[src/hdl/net_hpwl_bound_reducer_defines.svh]
// Assertion helpers for the net wirelength blocks.
`ifndef NET_HPWL_BOUND_REDUCER_DEFINES_SVH
`define NET_HPWL_BOUND_REDUCER_DEFINES_SVH

// Consequent must hold in the same cycle as the antecedent.
`define NHBR_ASSERT_NOW(label, clk, rst, ante, cons) \
   label: assert property (@(posedge clk) disable iff (rst) (ante) |-> (cons)) \
      else $error("nhbr assertion failed");

// Consequent must hold in the cycle after the antecedent.
`define NHBR_ASSERT_NEXT(label, clk, rst, ante, cons) \
   label: assert property (@(posedge clk) disable iff (rst) (ante) |=> (cons)) \
      else $error("nhbr assertion failed");

`endif

[src/hdl/nhbr_pkg.sv]
`default_nettype none

package nhbr_pkg;

   localparam int PIN_W     = 32;
   localparam int HALF_W    = 30;
   localparam int COMP_W    = 16;
   localparam int WEIGHT_W  = 16;
   localparam int MODE_W    = 2;
   localparam int IDX_W     = 8;
   localparam int COUNT_W   = 9;
   localparam int WL_W      = 48;
   localparam int WL_SUM_W  = 49;
   localparam int CSR_IDX_W = 1;

   localparam int DEF_MAX_PINS   = 256;
   localparam int DEF_COORD_BITS = 32;

   localparam logic [WEIGHT_W-1:0] WEIGHT_RESET = 16'd256;

   localparam logic [CSR_IDX_W-1:0] CSR_WEIGHT = 1'd0;
   localparam logic [CSR_IDX_W-1:0] CSR_MODE   = 1'd1;

   typedef enum logic [MODE_W-1:0] {
      MODE_PIN     = 2'd0,
      MODE_BBOX    = 2'd1,
      MODE_CENTER  = 2'd2,
      MODE_EXCLUDE = 2'd3
   } mode_type;

   // Per-net bookkeeping that rides along with the bounds.
   typedef struct packed {
      logic [IDX_W-1:0]   max_x;
      logic [IDX_W-1:0]   min_x;
      logic [IDX_W-1:0]   max_y;
      logic [IDX_W-1:0]   min_y;
      logic [COUNT_W-1:0] count;
      logic               use_span;
   } tag_type;

endpackage

`default_nettype wire

[src/hdl/nhbr_accum.sv]
`default_nettype none

`include "net_hpwl_bound_reducer_defines.svh"

module nhbr_accum import nhbr_pkg::*; #(
   parameter int MAX_PINS   = DEF_MAX_PINS,
   parameter int COORD_BITS = DEF_COORD_BITS
) (
   input  wire logic                         clock,
   input  wire logic                         reset,
   input  wire mode_type                     mode,
   input  wire logic                         in_valid,
   output logic                              in_ready,
   input  wire logic signed [PIN_W-1:0]      pin_x,
   input  wire logic signed [PIN_W-1:0]      pin_y,
   input  wire logic [HALF_W-1:0]            pin_half_w,
   input  wire logic [HALF_W-1:0]            pin_half_h,
   input  wire logic [COMP_W-1:0]            component_id,
   input  wire logic [COMP_W-1:0]            exclude_id,
   input  wire logic                         last,
   output logic                              out_valid,
   input  wire logic                         out_ready,
   output logic signed [COORD_BITS-1:0]      out_lo_x,
   output logic signed [COORD_BITS-1:0]      out_hi_x,
   output logic signed [COORD_BITS-1:0]      out_lo_y,
   output logic signed [COORD_BITS-1:0]      out_hi_y,
   output tag_type                           out_tag
);

   localparam int CNT_W = $clog2(MAX_PINS + 1);
   localparam int EXT_W = (COORD_BITS > 33) ? COORD_BITS + 1 : 34;

   localparam logic signed [EXT_W-1:0] EXT_MAX =
      signed'({{(EXT_W - COORD_BITS + 1){1'b0}}, {(COORD_BITS - 1){1'b1}}});
   localparam logic signed [EXT_W-1:0] EXT_MIN = ~EXT_MAX;
   localparam logic signed [COORD_BITS-1:0] C_MAX = {1'b0, {(COORD_BITS - 1){1'b1}}};
   localparam logic signed [COORD_BITS-1:0] C_MIN = ~C_MAX;
   localparam logic [CNT_W-1:0] CNT_MAX  = CNT_W'(MAX_PINS);
   localparam logic [CNT_W-1:0] POS_LAST = CNT_W'(MAX_PINS - 1);
   localparam logic [CNT_W-1:0] CNT_ONE  = CNT_W'(1);

   function automatic logic signed [COORD_BITS-1:0] sat_ext(
      input logic signed [EXT_W-1:0] v
   );
      logic signed [COORD_BITS-1:0] r;
      if (v > EXT_MAX) begin
         r = C_MAX;
      end else if (v < EXT_MIN) begin
         r = C_MIN;
      end else begin
         r = v[COORD_BITS-1:0];
      end
      return r;
   endfunction

   // pin stage: extents already saturated
   logic                         a_valid_ff;
   logic signed [COORD_BITS-1:0] a_lx_ff, a_hx_ff, a_ly_ff, a_hy_ff;
   logic                         a_keep_ff;
   logic                         a_last_ff;

   // running extremes of the current net
   logic signed [COORD_BITS-1:0] run_min_x_ff, run_max_x_ff, run_min_y_ff, run_max_y_ff;
   logic signed [COORD_BITS-1:0] run_min_x_in, run_max_x_in, run_min_y_in, run_max_y_in;
   logic [IDX_W-1:0]             idx_max_x_ff, idx_min_x_ff, idx_max_y_ff, idx_min_y_ff;
   logic [IDX_W-1:0]             idx_max_x_in, idx_min_x_in, idx_max_y_in, idx_min_y_in;
   logic [CNT_W-1:0]             pins_seen_ff, pins_seen_in;
   logic                         kept_any_ff, kept_any_in;

   // end-of-net record
   logic                         b_valid_ff;
   logic signed [COORD_BITS-1:0] b_lo_x_ff, b_hi_x_ff, b_lo_y_ff, b_hi_y_ff;
   logic signed [COORD_BITS-1:0] b_lo_x_in, b_hi_x_in, b_lo_y_in, b_hi_y_in;
   tag_type                      b_tag_ff, b_tag_in;

   logic signed [EXT_W-1:0] x_w, y_w, hw_w, hh_w;
   logic                    in_take, a_go, b_ready, keep_in;
   logic [CNT_W-1:0]        pos;
   logic [IDX_W-1:0]        pos_idx;
   logic                    single, sentinel;

   assign b_ready  = !b_valid_ff || out_ready;
   assign a_go     = a_valid_ff && (!a_last_ff || b_ready);
   assign in_ready = !a_valid_ff || a_go;
   assign in_take  = in_valid && in_ready;

   always_comb begin
      x_w     = EXT_W'(pin_x);
      y_w     = EXT_W'(pin_y);
      hw_w    = (mode == MODE_BBOX) ? signed'(EXT_W'(pin_half_w)) : '0;
      hh_w    = (mode == MODE_BBOX) ? signed'(EXT_W'(pin_half_h)) : '0;
      keep_in = (mode != MODE_EXCLUDE) || (component_id != exclude_id);
   end

   always_comb begin
      pos     = (pins_seen_ff < CNT_MAX) ? pins_seen_ff : POS_LAST;
      pos_idx = IDX_W'(pos);

      run_min_x_in = run_min_x_ff;
      run_max_x_in = run_max_x_ff;
      run_min_y_in = run_min_y_ff;
      run_max_y_in = run_max_y_ff;
      idx_max_x_in = idx_max_x_ff;
      idx_min_x_in = idx_min_x_ff;
      idx_max_y_in = idx_max_y_ff;
      idx_min_y_in = idx_min_y_ff;
      kept_any_in  = kept_any_ff;
      pins_seen_in = (pins_seen_ff < CNT_MAX) ? pins_seen_ff + CNT_ONE : pins_seen_ff;

      if (a_keep_ff) begin
         kept_any_in = 1'b1;
         if (!kept_any_ff) begin
            run_min_x_in = a_lx_ff;
            run_max_x_in = a_hx_ff;
            run_min_y_in = a_ly_ff;
            run_max_y_in = a_hy_ff;
            idx_max_x_in = pos_idx;
            idx_min_x_in = pos_idx;
            idx_max_y_in = pos_idx;
            idx_min_y_in = pos_idx;
         end else begin
            // strict compares: the first pin at an extreme keeps it
            if (a_hx_ff > run_max_x_ff) begin
               run_max_x_in = a_hx_ff;
               idx_max_x_in = pos_idx;
            end
            if (a_lx_ff < run_min_x_ff) begin
               run_min_x_in = a_lx_ff;
               idx_min_x_in = pos_idx;
            end
            if (a_hy_ff > run_max_y_ff) begin
               run_max_y_in = a_hy_ff;
               idx_max_y_in = pos_idx;
            end
            if (a_ly_ff < run_min_y_ff) begin
               run_min_y_in = a_ly_ff;
               idx_min_y_in = pos_idx;
            end
         end
      end

      single   = (pins_seen_in == CNT_ONE);
      sentinel = !kept_any_in || ((mode == MODE_EXCLUDE) && single);

      b_tag_in          = '0;
      b_tag_in.count    = COUNT_W'(pins_seen_in);
      b_tag_in.use_span = !sentinel && !single;
      if (sentinel) begin
         b_lo_x_in = C_MIN;
         b_hi_x_in = C_MAX;
         b_lo_y_in = C_MIN;
         b_hi_y_in = C_MAX;
      end else begin
         b_lo_x_in = run_min_x_in;
         b_hi_x_in = run_max_x_in;
         b_lo_y_in = run_min_y_in;
         b_hi_y_in = run_max_y_in;
      end
      if (b_tag_in.use_span) begin
         b_tag_in.max_x = idx_max_x_in;
         b_tag_in.min_x = idx_min_x_in;
         b_tag_in.max_y = idx_max_y_in;
         b_tag_in.min_y = idx_min_y_in;
         // pin mode: flat axis reports max at 0, min at 1
         if ((mode == MODE_PIN) && (run_min_x_in == run_max_x_in)) begin
            b_tag_in.max_x = IDX_W'(0);
            b_tag_in.min_x = IDX_W'(1);
         end
         if ((mode == MODE_PIN) && (run_min_y_in == run_max_y_in)) begin
            b_tag_in.max_y = IDX_W'(0);
            b_tag_in.min_y = IDX_W'(1);
         end
      end
   end

   always_ff @(posedge clock) begin
      if (reset) begin
         a_valid_ff   <= 1'b0;
         b_valid_ff   <= 1'b0;
         run_min_x_ff <= '0;
         run_max_x_ff <= '0;
         run_min_y_ff <= '0;
         run_max_y_ff <= '0;
         idx_max_x_ff <= '0;
         idx_min_x_ff <= '0;
         idx_max_y_ff <= '0;
         idx_min_y_ff <= '0;
         pins_seen_ff <= '0;
         kept_any_ff  <= 1'b0;
      end else begin
         if (in_take) begin
            a_valid_ff <= 1'b1;
         end else if (a_go) begin
            a_valid_ff <= 1'b0;
         end

         if (a_go && a_last_ff) begin
            b_valid_ff <= 1'b1;
         end else if (out_ready) begin
            b_valid_ff <= 1'b0;
         end

         if (a_go) begin
            if (a_last_ff) begin
               run_min_x_ff <= '0;
               run_max_x_ff <= '0;
               run_min_y_ff <= '0;
               run_max_y_ff <= '0;
               idx_max_x_ff <= '0;
               idx_min_x_ff <= '0;
               idx_max_y_ff <= '0;
               idx_min_y_ff <= '0;
               pins_seen_ff <= '0;
               kept_any_ff  <= 1'b0;
            end else begin
               run_min_x_ff <= run_min_x_in;
               run_max_x_ff <= run_max_x_in;
               run_min_y_ff <= run_min_y_in;
               run_max_y_ff <= run_max_y_in;
               idx_max_x_ff <= idx_max_x_in;
               idx_min_x_ff <= idx_min_x_in;
               idx_max_y_ff <= idx_max_y_in;
               idx_min_y_ff <= idx_min_y_in;
               pins_seen_ff <= pins_seen_in;
               kept_any_ff  <= kept_any_in;
            end
         end
      end
   end

   always_ff @(posedge clock) begin
      if (in_take) begin
         a_lx_ff   <= sat_ext(x_w - hw_w);
         a_hx_ff   <= sat_ext(x_w + hw_w);
         a_ly_ff   <= sat_ext(y_w - hh_w);
         a_hy_ff   <= sat_ext(y_w + hh_w);
         a_keep_ff <= keep_in;
         a_last_ff <= last;
      end
      if (a_go && a_last_ff) begin
         b_lo_x_ff <= b_lo_x_in;
         b_hi_x_ff <= b_hi_x_in;
         b_lo_y_ff <= b_lo_y_in;
         b_hi_y_ff <= b_hi_y_in;
         b_tag_ff  <= b_tag_in;
      end
   end

   assign out_valid = b_valid_ff;
   assign out_lo_x  = b_lo_x_ff;
   assign out_hi_x  = b_hi_x_ff;
   assign out_lo_y  = b_lo_y_ff;
   assign out_hi_y  = b_hi_y_ff;
   assign out_tag   = b_tag_ff;

   `NHBR_ASSERT_NOW(a_run_order, clock, reset, kept_any_ff,
      (run_min_x_ff <= run_max_x_ff) && (run_min_y_ff <= run_max_y_ff))
   `NHBR_ASSERT_NOW(a_run_idle_clear, clock, reset, !kept_any_ff,
      (run_min_x_ff == '0) && (run_max_x_ff == '0) && (idx_max_x_ff == '0) &&
      (idx_min_y_ff == '0))
   `NHBR_ASSERT_NOW(a_count_bound, clock, reset, 1'b1, pins_seen_ff <= CNT_MAX)
   `NHBR_ASSERT_NOW(a_end_span_order, clock, reset, b_valid_ff && b_tag_ff.use_span,
      (b_lo_x_ff <= b_hi_x_ff) && (b_lo_y_ff <= b_hi_y_ff))
   `NHBR_ASSERT_NEXT(a_net_clear, clock, reset, a_go && a_last_ff,
      (pins_seen_ff == '0) && !kept_any_ff)

endmodule

`default_nettype wire

[src/hdl/nhbr_weigh.sv]
`default_nettype none

module nhbr_weigh import nhbr_pkg::*; #(
   parameter int COORD_BITS = DEF_COORD_BITS
) (
   input  wire logic                         clock,
   input  wire logic                         reset,
   input  wire logic [WEIGHT_W-1:0]          weight,
   input  wire logic                         in_valid,
   output logic                              in_ready,
   input  wire logic signed [COORD_BITS-1:0] in_lo_x,
   input  wire logic signed [COORD_BITS-1:0] in_hi_x,
   input  wire logic signed [COORD_BITS-1:0] in_lo_y,
   input  wire logic signed [COORD_BITS-1:0] in_hi_y,
   input  wire tag_type                      in_tag,
   output logic                              rsp_valid,
   input  wire logic                         rsp_ready,
   output logic signed [PIN_W-1:0]           rsp_x_lo,
   output logic signed [PIN_W-1:0]           rsp_x_hi,
   output logic signed [PIN_W-1:0]           rsp_y_lo,
   output logic signed [PIN_W-1:0]           rsp_y_hi,
   output logic [WL_W-1:0]                   rsp_wl_x,
   output logic [WL_W-1:0]                   rsp_wl_y,
   output logic [WL_SUM_W-1:0]               rsp_wl_total,
   output logic [IDX_W-1:0]                  rsp_max_x_index,
   output logic [IDX_W-1:0]                  rsp_min_x_index,
   output logic [IDX_W-1:0]                  rsp_max_y_index,
   output logic [IDX_W-1:0]                  rsp_min_y_index,
   output logic [COUNT_W-1:0]                rsp_pin_count
);

   localparam int MUL_W = (COORD_BITS + WEIGHT_W > WL_W) ? COORD_BITS + WEIGHT_W : WL_W + 1;

   // span stage
   logic                         c_valid_ff;
   logic [COORD_BITS-1:0]        c_span_x_ff, c_span_y_ff;
   logic signed [PIN_W-1:0]      c_x_lo_ff, c_x_hi_ff, c_y_lo_ff, c_y_hi_ff;
   tag_type                      c_tag_ff;
   // product stage
   logic                         d_valid_ff;
   logic [WL_W-1:0]              d_wl_x_ff, d_wl_y_ff;
   logic signed [PIN_W-1:0]      d_x_lo_ff, d_x_hi_ff, d_y_lo_ff, d_y_hi_ff;
   tag_type                      d_tag_ff;
   // output stage
   logic                         e_valid_ff;
   logic [WL_W-1:0]              e_wl_x_ff, e_wl_y_ff;
   logic [WL_SUM_W-1:0]          e_wl_total_ff;
   logic signed [PIN_W-1:0]      e_x_lo_ff, e_x_hi_ff, e_y_lo_ff, e_y_hi_ff;
   tag_type                      e_tag_ff;

   logic                 c_ready, d_ready, e_ready;
   logic [COORD_BITS-1:0] span_x_in, span_y_in;
   logic [MUL_W-1:0]     prod_x, prod_y;
   logic [WL_W-1:0]      wl_x_in, wl_y_in;

   assign e_ready  = !e_valid_ff || rsp_ready;
   assign d_ready  = !d_valid_ff || e_ready;
   assign c_ready  = !c_valid_ff || d_ready;
   assign in_ready = c_ready;

   // hi >= lo whenever the span is used, so the difference fits unsigned
   assign span_x_in = in_tag.use_span ? COORD_BITS'(in_hi_x - in_lo_x) : '0;
   assign span_y_in = in_tag.use_span ? COORD_BITS'(in_hi_y - in_lo_y) : '0;

   always_comb begin
      prod_x  = MUL_W'(c_span_x_ff) * MUL_W'(weight);
      prod_y  = MUL_W'(c_span_y_ff) * MUL_W'(weight);
      wl_x_in = (|prod_x[MUL_W-1:WL_W]) ? '1 : prod_x[WL_W-1:0];
      wl_y_in = (|prod_y[MUL_W-1:WL_W]) ? '1 : prod_y[WL_W-1:0];
   end

   always_ff @(posedge clock) begin
      if (reset) begin
         c_valid_ff <= 1'b0;
         d_valid_ff <= 1'b0;
         e_valid_ff <= 1'b0;
      end else begin
         if (c_ready) begin
            c_valid_ff <= in_valid;
         end
         if (d_ready) begin
            d_valid_ff <= c_valid_ff;
         end
         if (e_ready) begin
            e_valid_ff <= d_valid_ff;
         end
      end
   end

   always_ff @(posedge clock) begin
      if (in_valid && c_ready) begin
         c_span_x_ff <= span_x_in;
         c_span_y_ff <= span_y_in;
         c_x_lo_ff   <= PIN_W'(in_lo_x);
         c_x_hi_ff   <= PIN_W'(in_hi_x);
         c_y_lo_ff   <= PIN_W'(in_lo_y);
         c_y_hi_ff   <= PIN_W'(in_hi_y);
         c_tag_ff    <= in_tag;
      end
      if (c_valid_ff && d_ready) begin
         d_wl_x_ff <= wl_x_in;
         d_wl_y_ff <= wl_y_in;
         d_x_lo_ff <= c_x_lo_ff;
         d_x_hi_ff <= c_x_hi_ff;
         d_y_lo_ff <= c_y_lo_ff;
         d_y_hi_ff <= c_y_hi_ff;
         d_tag_ff  <= c_tag_ff;
      end
      if (d_valid_ff && e_ready) begin
         e_wl_x_ff     <= d_wl_x_ff;
         e_wl_y_ff     <= d_wl_y_ff;
         e_wl_total_ff <= WL_SUM_W'(d_wl_x_ff) + WL_SUM_W'(d_wl_y_ff);
         e_x_lo_ff     <= d_x_lo_ff;
         e_x_hi_ff     <= d_x_hi_ff;
         e_y_lo_ff     <= d_y_lo_ff;
         e_y_hi_ff     <= d_y_hi_ff;
         e_tag_ff      <= d_tag_ff;
      end
   end

   assign rsp_valid       = e_valid_ff;
   assign rsp_x_lo        = e_x_lo_ff;
   assign rsp_x_hi        = e_x_hi_ff;
   assign rsp_y_lo        = e_y_lo_ff;
   assign rsp_y_hi        = e_y_hi_ff;
   assign rsp_wl_x        = e_wl_x_ff;
   assign rsp_wl_y        = e_wl_y_ff;
   assign rsp_wl_total    = e_wl_total_ff;
   assign rsp_max_x_index = e_tag_ff.max_x;
   assign rsp_min_x_index = e_tag_ff.min_x;
   assign rsp_max_y_index = e_tag_ff.max_y;
   assign rsp_min_y_index = e_tag_ff.min_y;
   assign rsp_pin_count   = e_tag_ff.count;

endmodule

`default_nettype wire

[src/hdl/net_hpwl_bound_reducer.sv]
// Weighted half-perimeter wirelength of a net. Pins stream in on the req_
// channel at one per cycle while the result side does not stall; the pin
// marked last closes the net and yields one rsp_ transaction after the pin
// register, extreme update, span, multiply-and-saturate and sum registers.
// The sustained rate of one pin per clock is set by the compare/update loop on
// the running extremes. Nets may follow each other back to back with no gap.
// weight (index 0, 8 fraction bits) and mode (index 1) are written through
// csr_, which is always ready; write them only while no net is in flight.
`default_nettype none

module net_hpwl_bound_reducer import nhbr_pkg::*; #(
   parameter int MAX_PINS   = DEF_MAX_PINS,
   parameter int COORD_BITS = DEF_COORD_BITS
) (
   input  wire logic                    clock,
   input  wire logic                    reset,

   input  wire logic                    csr_valid,
   output logic                         csr_ready,
   input  wire logic [CSR_IDX_W-1:0]    csr_index,
   input  wire logic [WEIGHT_W-1:0]     csr_data,

   input  wire logic                    req_valid,
   output logic                         req_ready,
   input  wire logic signed [PIN_W-1:0] req_pin_x,
   input  wire logic signed [PIN_W-1:0] req_pin_y,
   input  wire logic [HALF_W-1:0]       req_half_width,
   input  wire logic [HALF_W-1:0]       req_half_height,
   input  wire logic [COMP_W-1:0]       req_component_id,
   input  wire logic [COMP_W-1:0]       req_exclude_id,
   input  wire logic                    req_last,

   output logic                         rsp_valid,
   input  wire logic                    rsp_ready,
   output logic signed [PIN_W-1:0]      rsp_x_lo,
   output logic signed [PIN_W-1:0]      rsp_x_hi,
   output logic signed [PIN_W-1:0]      rsp_y_lo,
   output logic signed [PIN_W-1:0]      rsp_y_hi,
   output logic [WL_W-1:0]              rsp_wl_x,
   output logic [WL_W-1:0]              rsp_wl_y,
   output logic [WL_SUM_W-1:0]          rsp_wl_total,
   output logic [IDX_W-1:0]             rsp_max_x_index,
   output logic [IDX_W-1:0]             rsp_min_x_index,
   output logic [IDX_W-1:0]             rsp_max_y_index,
   output logic [IDX_W-1:0]             rsp_min_y_index,
   output logic [COUNT_W-1:0]           rsp_pin_count
);

   logic [WEIGHT_W-1:0]          weight_ff;
   mode_type                     mode_ff;

   logic                         net_valid, net_ready;
   logic signed [COORD_BITS-1:0] net_lo_x, net_hi_x, net_lo_y, net_hi_y;
   tag_type                      net_tag;

   assign csr_ready = 1'b1;

   always_ff @(posedge clock) begin
      if (reset) begin
         weight_ff <= WEIGHT_RESET;
         mode_ff   <= MODE_PIN;
      end else if (csr_valid && csr_ready) begin
         case (csr_index)
            CSR_WEIGHT: begin
               weight_ff <= csr_data;
            end
            CSR_MODE: begin
               mode_ff <= mode_type'(csr_data[MODE_W-1:0]);
            end
            default: begin
            end
         endcase
      end
   end

   nhbr_accum #(
      .MAX_PINS   (MAX_PINS),
      .COORD_BITS (COORD_BITS)
   ) u_accum (
      .clock        (clock),
      .reset        (reset),
      .mode         (mode_ff),
      .in_valid     (req_valid),
      .in_ready     (req_ready),
      .pin_x        (req_pin_x),
      .pin_y        (req_pin_y),
      .pin_half_w   (req_half_width),
      .pin_half_h   (req_half_height),
      .component_id (req_component_id),
      .exclude_id   (req_exclude_id),
      .last         (req_last),
      .out_valid    (net_valid),
      .out_ready    (net_ready),
      .out_lo_x     (net_lo_x),
      .out_hi_x     (net_hi_x),
      .out_lo_y     (net_lo_y),
      .out_hi_y     (net_hi_y),
      .out_tag      (net_tag)
   );

   nhbr_weigh #(
      .COORD_BITS (COORD_BITS)
   ) u_weigh (
      .clock           (clock),
      .reset           (reset),
      .weight          (weight_ff),
      .in_valid        (net_valid),
      .in_ready        (net_ready),
      .in_lo_x         (net_lo_x),
      .in_hi_x         (net_hi_x),
      .in_lo_y         (net_lo_y),
      .in_hi_y         (net_hi_y),
      .in_tag          (net_tag),
      .rsp_valid       (rsp_valid),
      .rsp_ready       (rsp_ready),
      .rsp_x_lo        (rsp_x_lo),
      .rsp_x_hi        (rsp_x_hi),
      .rsp_y_lo        (rsp_y_lo),
      .rsp_y_hi        (rsp_y_hi),
      .rsp_wl_x        (rsp_wl_x),
      .rsp_wl_y        (rsp_wl_y),
      .rsp_wl_total    (rsp_wl_total),
      .rsp_max_x_index (rsp_max_x_index),
      .rsp_min_x_index (rsp_min_x_index),
      .rsp_max_y_index (rsp_max_y_index),
      .rsp_min_y_index (rsp_min_y_index),
      .rsp_pin_count   (rsp_pin_count)
   );

endmodule

`default_nettype wire

[config.mk]
export PLATFORM = sky130hd
export DESIGN_NAME = net_hpwl_bound_reducer
export DESIGN_NICKNAME = d
export VERILOG_FILES = /design/src/hdl/nhbr_pkg.sv /design/src/hdl/nhbr_accum.sv /design/src/hdl/nhbr_weigh.sv /design/src/hdl/net_hpwl_bound_reducer.sv
export VERILOG_INCLUDE_DIRS = /design/src /design/src/hdl
export SDC_FILE = /design/constraint.sdc
export NUM_CORES = 2
export LEC_CHECK = 0
export BUFFER_PORTS_ARGS = -buffer_cell sky130_fd_sc_hd__buf_2
export CAP_MARGIN = 40
export CELL_PAD_IN_SITES_DETAIL_PLACEMENT = 1
export CELL_PAD_IN_SITES_GLOBAL_PLACEMENT = 1
export CORE_MARGIN = 8
export CORE_UTILIZATION = 54
export CTS_CLUSTER_SIZE = 30
export DETAILED_ROUTE_END_ITERATION = 10
export PLACE_DENSITY_LB_ADDON = 0.1
export REMOVE_ABC_BUFFERS = 1
export SETUP_SLACK_MARGIN = 0.5
export SYNTH_ARGS = -nofsm -noshare
export SYNTH_HDL_FRONTEND = slang
export SYNTH_HIERARCHICAL = 1
export SYNTH_SLANG_ARGS = --single-unit
export TNS_END_PERCENT = 30
[constraint.sdc]
create_clock -name clock -period 43.1 [get_ports clock]
set_input_delay 2.155 -clock clock [delete_from_list [all_inputs] [get_ports clock]]
set_output_delay 2.155 -clock clock [all_outputs]
set_load 0.01 [all_outputs]
Word-level counts from Yosys, hierarchy flattened:

Index checks and enable logic that the tools add are counted.

* add/sub/neg operators: 8
* $mul: 2
* divide/modulo/power cells: 0
* order comparisons: 13
* equal/unequal tests: 7
* shifts and indexed selects: 0
* multiplexer cells: 49
* bitwise gates (word level): 2
* reductions and logical operators: 34

Operator list (number)
* 32-bit two-way mux: 20
* 34-bit by 32-bit > comparator with 1-bit output, second input constant: 4
* 34-bit by 32-bit less-than comparator with 1-bit output, second input constant: 4
* 8-bit two-way mux: 17
* 32-bit by 16-bit multiplier with 48-bit output: 2
* 32-bit by 31-bit adder with 33-bit output: 2
* 32-bit by 31-bit subtractor with 33-bit output: 2
* 32-bit equality test: 2
* 32-bit > comparator: 2
* 32-bit less-than comparator: 2
* 32-bit subtractor: 2
* 30-bit two-way mux: 2
* 48-bit by 48-bit adder with 49-bit output: 1
* 9-bit two-way mux: 2
* 16-bit != test: 1
* 1-bit logical AND: 10
* 9-bit by 1-bit adder with 9-bit output, second input constant: 1
* 9-bit by 1-bit equality test with 1-bit output, second input constant: 1
* 1-bit logical NOT: 9
* 9-bit less-than comparator, second input constant: 1
* 1-bit logical OR: 8
* 1-bit two-way mux: 8
* 2-bit AND reduction: 2
* 2-bit nonzero test: 2
* 6 further kinds: 8

* bits in registers: 1305
* latch bits: 0
* bits in writable memories: 0
* ROM bits: 0
* bits of input ports: 179
* output and inout bits: 317
* logic and storage cells: 184
* memories kept: 0

Longest topological paths before layout:

* depth in word-level cells: 10
* mapped depth: 26
* depth with buffers taken out: 24

By module:

The synthesis kept the hierarchy.

Modules (own cells, without submodules)
* nhbr_weigh: instances 1, cells each 5458, area each 62715.1 µm², seq. area each 24443.4 µm²
* nhbr_accum: instances 1, cells each 3080, area each 28682.5 µm², seq. area each 12451.9 µm²
* net_hpwl_bound_reducer: instances 1, cells each 81, area each 865.8 µm², seq. area each 360.3 µm²

Least setup slack after synthesis:

No wires, ideal clock.

* path kind: input -> register
* start: input port rsp_ready
* end: register u_weigh/d_tag_ff[10] in the netlist's numbering, enable pin
* library setup time: 1.297 ns
* data arrival time: 21.310 ns
* required time: 41.803 ns
* path slack: 20.493 ns
* cell stages on the path: 2
* path buffers: 0
* cells stage by stage: nor2b_1 a21boi_0

* longest elaborated chain between the ends: 3

Ends and longest elaborated chain
* start, declared: RTL line net_hpwl_bound_reducer.sv:34 `input wire logic rsp_ready,`
* 1-bit logical OR: RTL line nhbr_weigh.sv:56 `assign e_ready = !e_valid_ff || rsp_ready;`
* 1-bit logical OR: RTL line nhbr_weigh.sv:57 `assign d_ready = !d_valid_ff || e_ready;`
* 1-bit logical AND: RTL line nhbr_weigh.sv:100 `if (c_valid_ff && d_ready) begin`
* end signal, assigned: RTL line nhbr_weigh.sv:107 `d_tag_ff <= c_tag_ff;`
* end, declared: RTL line nhbr_weigh.sv:43 `tag_type d_tag_ff;`

No other way between the ends.
A chain may end at the register's enable or synchronous reset.

Worst setup path in the final report:

* start: register weight_ff[1]
* end: register u_weigh.d_wl_x_ff[38], data pin

* longest elaborated chain between the ends: 1

Ends and longest elaborated chain
* start, declared: RTL line net_hpwl_bound_reducer.sv:49 `logic [WEIGHT_W-1:0] weight_ff;`
* start signal, assigned: RTL line net_hpwl_bound_reducer.sv:65 `weight_ff <= csr_data;`
* 32-bit by 16-bit multiplier with 48-bit output: RTL line nhbr_weigh.sv:66 `prod_x = MUL_W'(c_span_x_ff) * MUL_W'(weight);`
* named net u_weigh.wl_x_in[38]: RTL line nhbr_weigh.sv:54 `logic [WL_W-1:0] wl_x_in, wl_y_in;`
* end signal, assigned: RTL line nhbr_weigh.sv:101 `d_wl_x_ff <= wl_x_in;`
* end, declared: RTL line nhbr_weigh.sv:41 `logic [WL_W-1:0] d_wl_x_ff, d_wl_y_ff;`

The timed path passes the listed nets, and every way through them passes these cells.

==> impl_metrics.json <==
{
  "clk_transition_reported_paths_ns": 0.06,
  "synthesis.area_per_instance_um2": 10.7,
  "seq_area_frac_synth": 0.404,
  "num_vias": 65402,
  "fp.coreArea_um2": 169000,
  "count_of_buffers_from_port_buffering": 494,
  "max-clock-path-buffers": 3,
  "met3_wirelength_um": 14100,
  "dr.pass1.iters": 6,
  "drt-total-wl_um": 277000,
  "die_width_um": 429,
  "grt_first_pass_wirelength_um": 427000,
  "cts_post_setup_buffers_inserted": 0,
  "critical_path.cell_chain": "buf_4 -> nand2_1 -> fa_1 -> fa_1 -> fa_1 -> fa_1 -> inv_1 -> fa_1 -> fa_1 -> ha_1 -> a21o_1 -> a211o_1 -> a211oi_1 -> o211ai_1 -> o211a_1 -> or3_1 -> a31oi_1 -> nand2_1 -> a31oi_1 -> xnor2_1",
  "timing.final.crit_share": 0.184,
  "crit_cells": 20,
  "die_height_um": 429,
  "grt_remaining_overflow": 0,
  "met2_length_um": 135000,
  "postSynth.topFlopCell": "sky130_fd_sc_hd__edfxtp_1",
  "synthArstFlopShare": 0,
  "required_time_of_the_worst_setup_path_ns": 43.61,
  "worst_hold_path_type": "reg2reg",
  "detail_route.iter0.violations": 4513,
  "timing.critical_path.arrival_ns": 8.45,
  "route.detailed.wl_per_inst_um": 24.5,
  "vdd_ir_drop_max_uv": 39.9,
  "detailed_place_hpwl_um": 211000,
  "status": "finished clean",
  "finalWeightedCongestion": 0.891,
  "timing.critical_path.max_delay_family": "adder cells",
  "grt_setup_unrepaired": "no",
  "clk_latency_ns": 0.81,
  "cpMaxStageDelayCell": "sky130_fd_sc_hd__dfxtp_2",
  "cts_hold_buf": 0,
  "worst-r2r-cell-count": 20,
  "timing.final.max_slew_violations": 0,
  "fin_tns_setup_ns": 0,
  "h-tree-depth": 4,
  "yosys_synthesis_warning_count": 6,
  "setup-violations-final": 0,
  "final_area_um2": 102000,
  "worstSetupStartpoint": "weight_ff[1]",
  "grt_start_max_net_pins": 136,
  "die-area_um2": 184000,
  "cts_made_buffers": 141,
  "worstSetupEndpointType": "register",
  "m1WireLength_um": 113000,
  "fmaxAchievable_ghz": 0.126,
  "post_drt_antenna_nets": 0,
  "worst_path_fanout_max": 44,
  "effective_utilization_at_floorplan": 0.544,
  "cts_tree": "done",
  "maximum_capacitance_violations": 0,
  "termination_of_the_worst_setup_path": "u_weigh/d_wl_x_ff[38]",
  "startpoint_type": "register",
  "cp.buffers_inverters": 2,
  "skew_final_ns": 0.0461,
  "clock_sinks": 1305,
  "worst_r2r_endpoint": "u_weigh/d_wl_x_ff[38]",
  "place_area_um2": 97100,
  "power_density_nw_per_um2": 37.5,
  "cp_common_cell": "sky130_fd_sc_hd__fa_1",
  "critical_path_class": "reg2reg",
  "highest-signal-layer": "met5",
  "post_route_drc": 0,
  "flop_to_flop_setup_slack_ns": 35.16,
  "ant_cells": 0,
  "area_growth_pct": 10.2,
  "synth_cell_type_count": 97,
  "cts_resized": 0,
  "ratio_of_cells_with_drive_above_1_in_the_final_layout": 0.0961,
  "globalRouteTotalUtil": 0.295,
  "worstMarginPinSlew_ns": 0.964,
  "antenna_found_initial": 3,
  "syn_inst": 8619,
  "root_buffer": "sky130_fd_sc_hd__clkbuf_16",
  "core.rowCount": 151,
  "timing.slew.headroom": 0.341,
  "first_global_vias": 72974,
  "syn_area_um2": 92300,
  "count_of_flip_flops_with_a_built_in_enable_after_synthesis": 1112,
  "num_io_pins": 496,
  "timing.final.crit_period_ns": 7.94,
  "total_leakage_power_nw": 43.3,
  "critical_path.reg2reg.startpoint": "weight_ff[1]",
  "vias_per_cell": 5.80,
  "share_of_the_core_filled_with_cells": 0.600,
  "ys_seq_elements": 1305,
  "final_hold_viol_count": 0,
  "cpPeakStageDelay_ns": 0.69,
  "finalNetCount": 10571
}
-- metrics by stage --
| step | hold WS (ns) | total power [W] | setup WS (ns) | instances |
|---|---|---|---|---|
| 2_1_floorplan | 0.400 | 0.00228 | 20.49 | 8237 |
| 3_3_place_gp | 0.401 | 0.00256 | 35.48 | 11007 |
| 3_5_place_dp | 0.405 | 0.00261 | 35.28 | 11026 |
| 4_1_cts | 0.410 | 0.00384 | 35.27 | 11283 |
| 5_1_grt | 0.419 | 0.00401 | 34.90 | 11283 |
| 6_report | 0.414 | 0.00381 | 35.16 | 11283 |
-- sequential cells by signal, summed over array words and instances, names as in the netlist, 41 cells and up --
signal                flops
u_weigh/rsp_wl_total     49
u_weigh/d_wl_x_ff        48
u_weigh/d_wl_y_ff        48
u_weigh/rsp_wl_x         48
u_weigh/rsp_wl_y         48
u_accum/out_tag          42
u_weigh/c_tag_ff         41
u_weigh/d_tag_ff         41
-- cell families (layout without fill, tap and decap cells) --
| logic type | after synthesis | count (layout) | synth area share |
|---|---|---|---|
| and+or+nand+nor | 2507 | 2507 | 0.128 |
| buffers and inverters | 1618 | 2064 | 0.0668 |
| adders and majority gates | 1441 | 1441 | 0.264 |
| DFF | 1305 | 1305 | 0.404 |
| AOI/OAI and AO/OA | 1248 | 1248 | 0.0878 |
| xor gates and xnor gates | 363 | 363 | 0.0345 |
| muxes | 136 | 136 | 0.0148 |
| other | 1 | 1 | 0.0000406 |
-- final cells by class --
cell class,count,area [um^2]
clock buffer,186,3910
inverter,1236,4640
fill,17983,67800
sequential,1305,37300
multi-input combinational,5696,49000
clock inverter,71,738
tap,2218,2780
timing repair buffer,571,3370
-- how the worst min path moves through the flow --
stage / from / endpoint / slack (ns) / cells after the start
after detailed placement: u_weigh/c_y_hi_ff[6] / u_weigh/d_y_hi_ff[6] / 0.41 / 0
after CTS: u_weigh/d_x_hi_ff[14] / u_weigh/rsp_x_hi[14] / 0.41 / 0
final: u_weigh/c_x_hi_ff[7] / u_weigh/d_x_hi_ff[7] / 0.41 / 0
after floorplan: u_accum/out_tag[10] / u_weigh/c_tag_ff[10] / 0.40 / 0
after global routing: u_weigh/c_x_hi_ff[13] / u_weigh/d_x_hi_ff[13] / 0.42 / 0
after global placement: u_weigh/d_x_hi_ff[30] / u_weigh/rsp_x_hi[30] / 0.40 / 0
-- placed cells by master, fill, tap and decap left out, drive strengths merged, types with 82 or more instances in the layout --
master	netlist	final
and2	487	487
clkbuf	353	186
a21oi	381	381
a21o	118	118
ha	598	598
nand2	986	986
inv	1233	1239
nor2	544	544
xor2	107	107
buf	29	571
xnor2	256	256
fa	843	843
nor3	82	82
dfxtp	193	193
a22oi	151	151
o21ai	242	242
edfxtp	1112	1112
mux2i	134	134
-- report_power, final --
part | internal [W] | switching (W)
Combinational | 0.000427 | 0.000683
Clock | 0.000704 | 0.000511
Sequential | 0.00144 | 0.0000458
-- metal layers --
metal | track usage | vias up
met2 | 0.506 | 2078
met3 | 0.0433 | 608
li1 | - | 29217
met4 | 0.132 | 2
met5 | 0 | -
met1 | 0.371 | 33497
-- Yosys cell counts, types with 50 or more instances --
| library cell | n | area share |
|---|---|---|
| sky130_fd_sc_hd__nor2_1 | 544 | 0.022 |
| sky130_fd_sc_hd__a22oi_1 | 151 | 0.012 |
| sky130_fd_sc_hd__mux2i_1 | 134 | 0.015 |
| sky130_fd_sc_hd__nand2b_1 | 69 | 0.0047 |
| sky130_fd_sc_hd__a21oi_1 | 380 | 0.021 |
| sky130_fd_sc_hd__clkbuf_1 | 352 | 0.014 |
| sky130_fd_sc_hd__edfxtp_1 | 1112 | 0.36 |
| sky130_fd_sc_hd__nor3_1 | 81 | 0.0044 |
| sky130_fd_sc_hd__nand3_1 | 76 | 0.0041 |
| sky130_fd_sc_hd__fa_1 | 843 | 0.18 |
| sky130_fd_sc_hd__o21ai_0 | 226 | 0.012 |
| sky130_fd_sc_hd__inv_1 | 1233 | 0.050 |
| sky130_fd_sc_hd__dfxtp_1 | 193 | 0.042 |
| sky130_fd_sc_hd__nor2b_1 | 50 | 0.0034 |
| sky130_fd_sc_hd__ha_1 | 598 | 0.081 |
| sky130_fd_sc_hd__and2_1 | 487 | 0.033 |
| sky130_fd_sc_hd__xnor2_1 | 256 | 0.024 |
| sky130_fd_sc_hd__nand4_1 | 60 | 0.0041 |
| sky130_fd_sc_hd__a21o_1 | 118 | 0.0096 |
| sky130_fd_sc_hd__nand2_1 | 985 | 0.040 |
| sky130_fd_sc_hd__xor2_1 | 107 | 0.010 |
(Power assumes the default switching activity.)
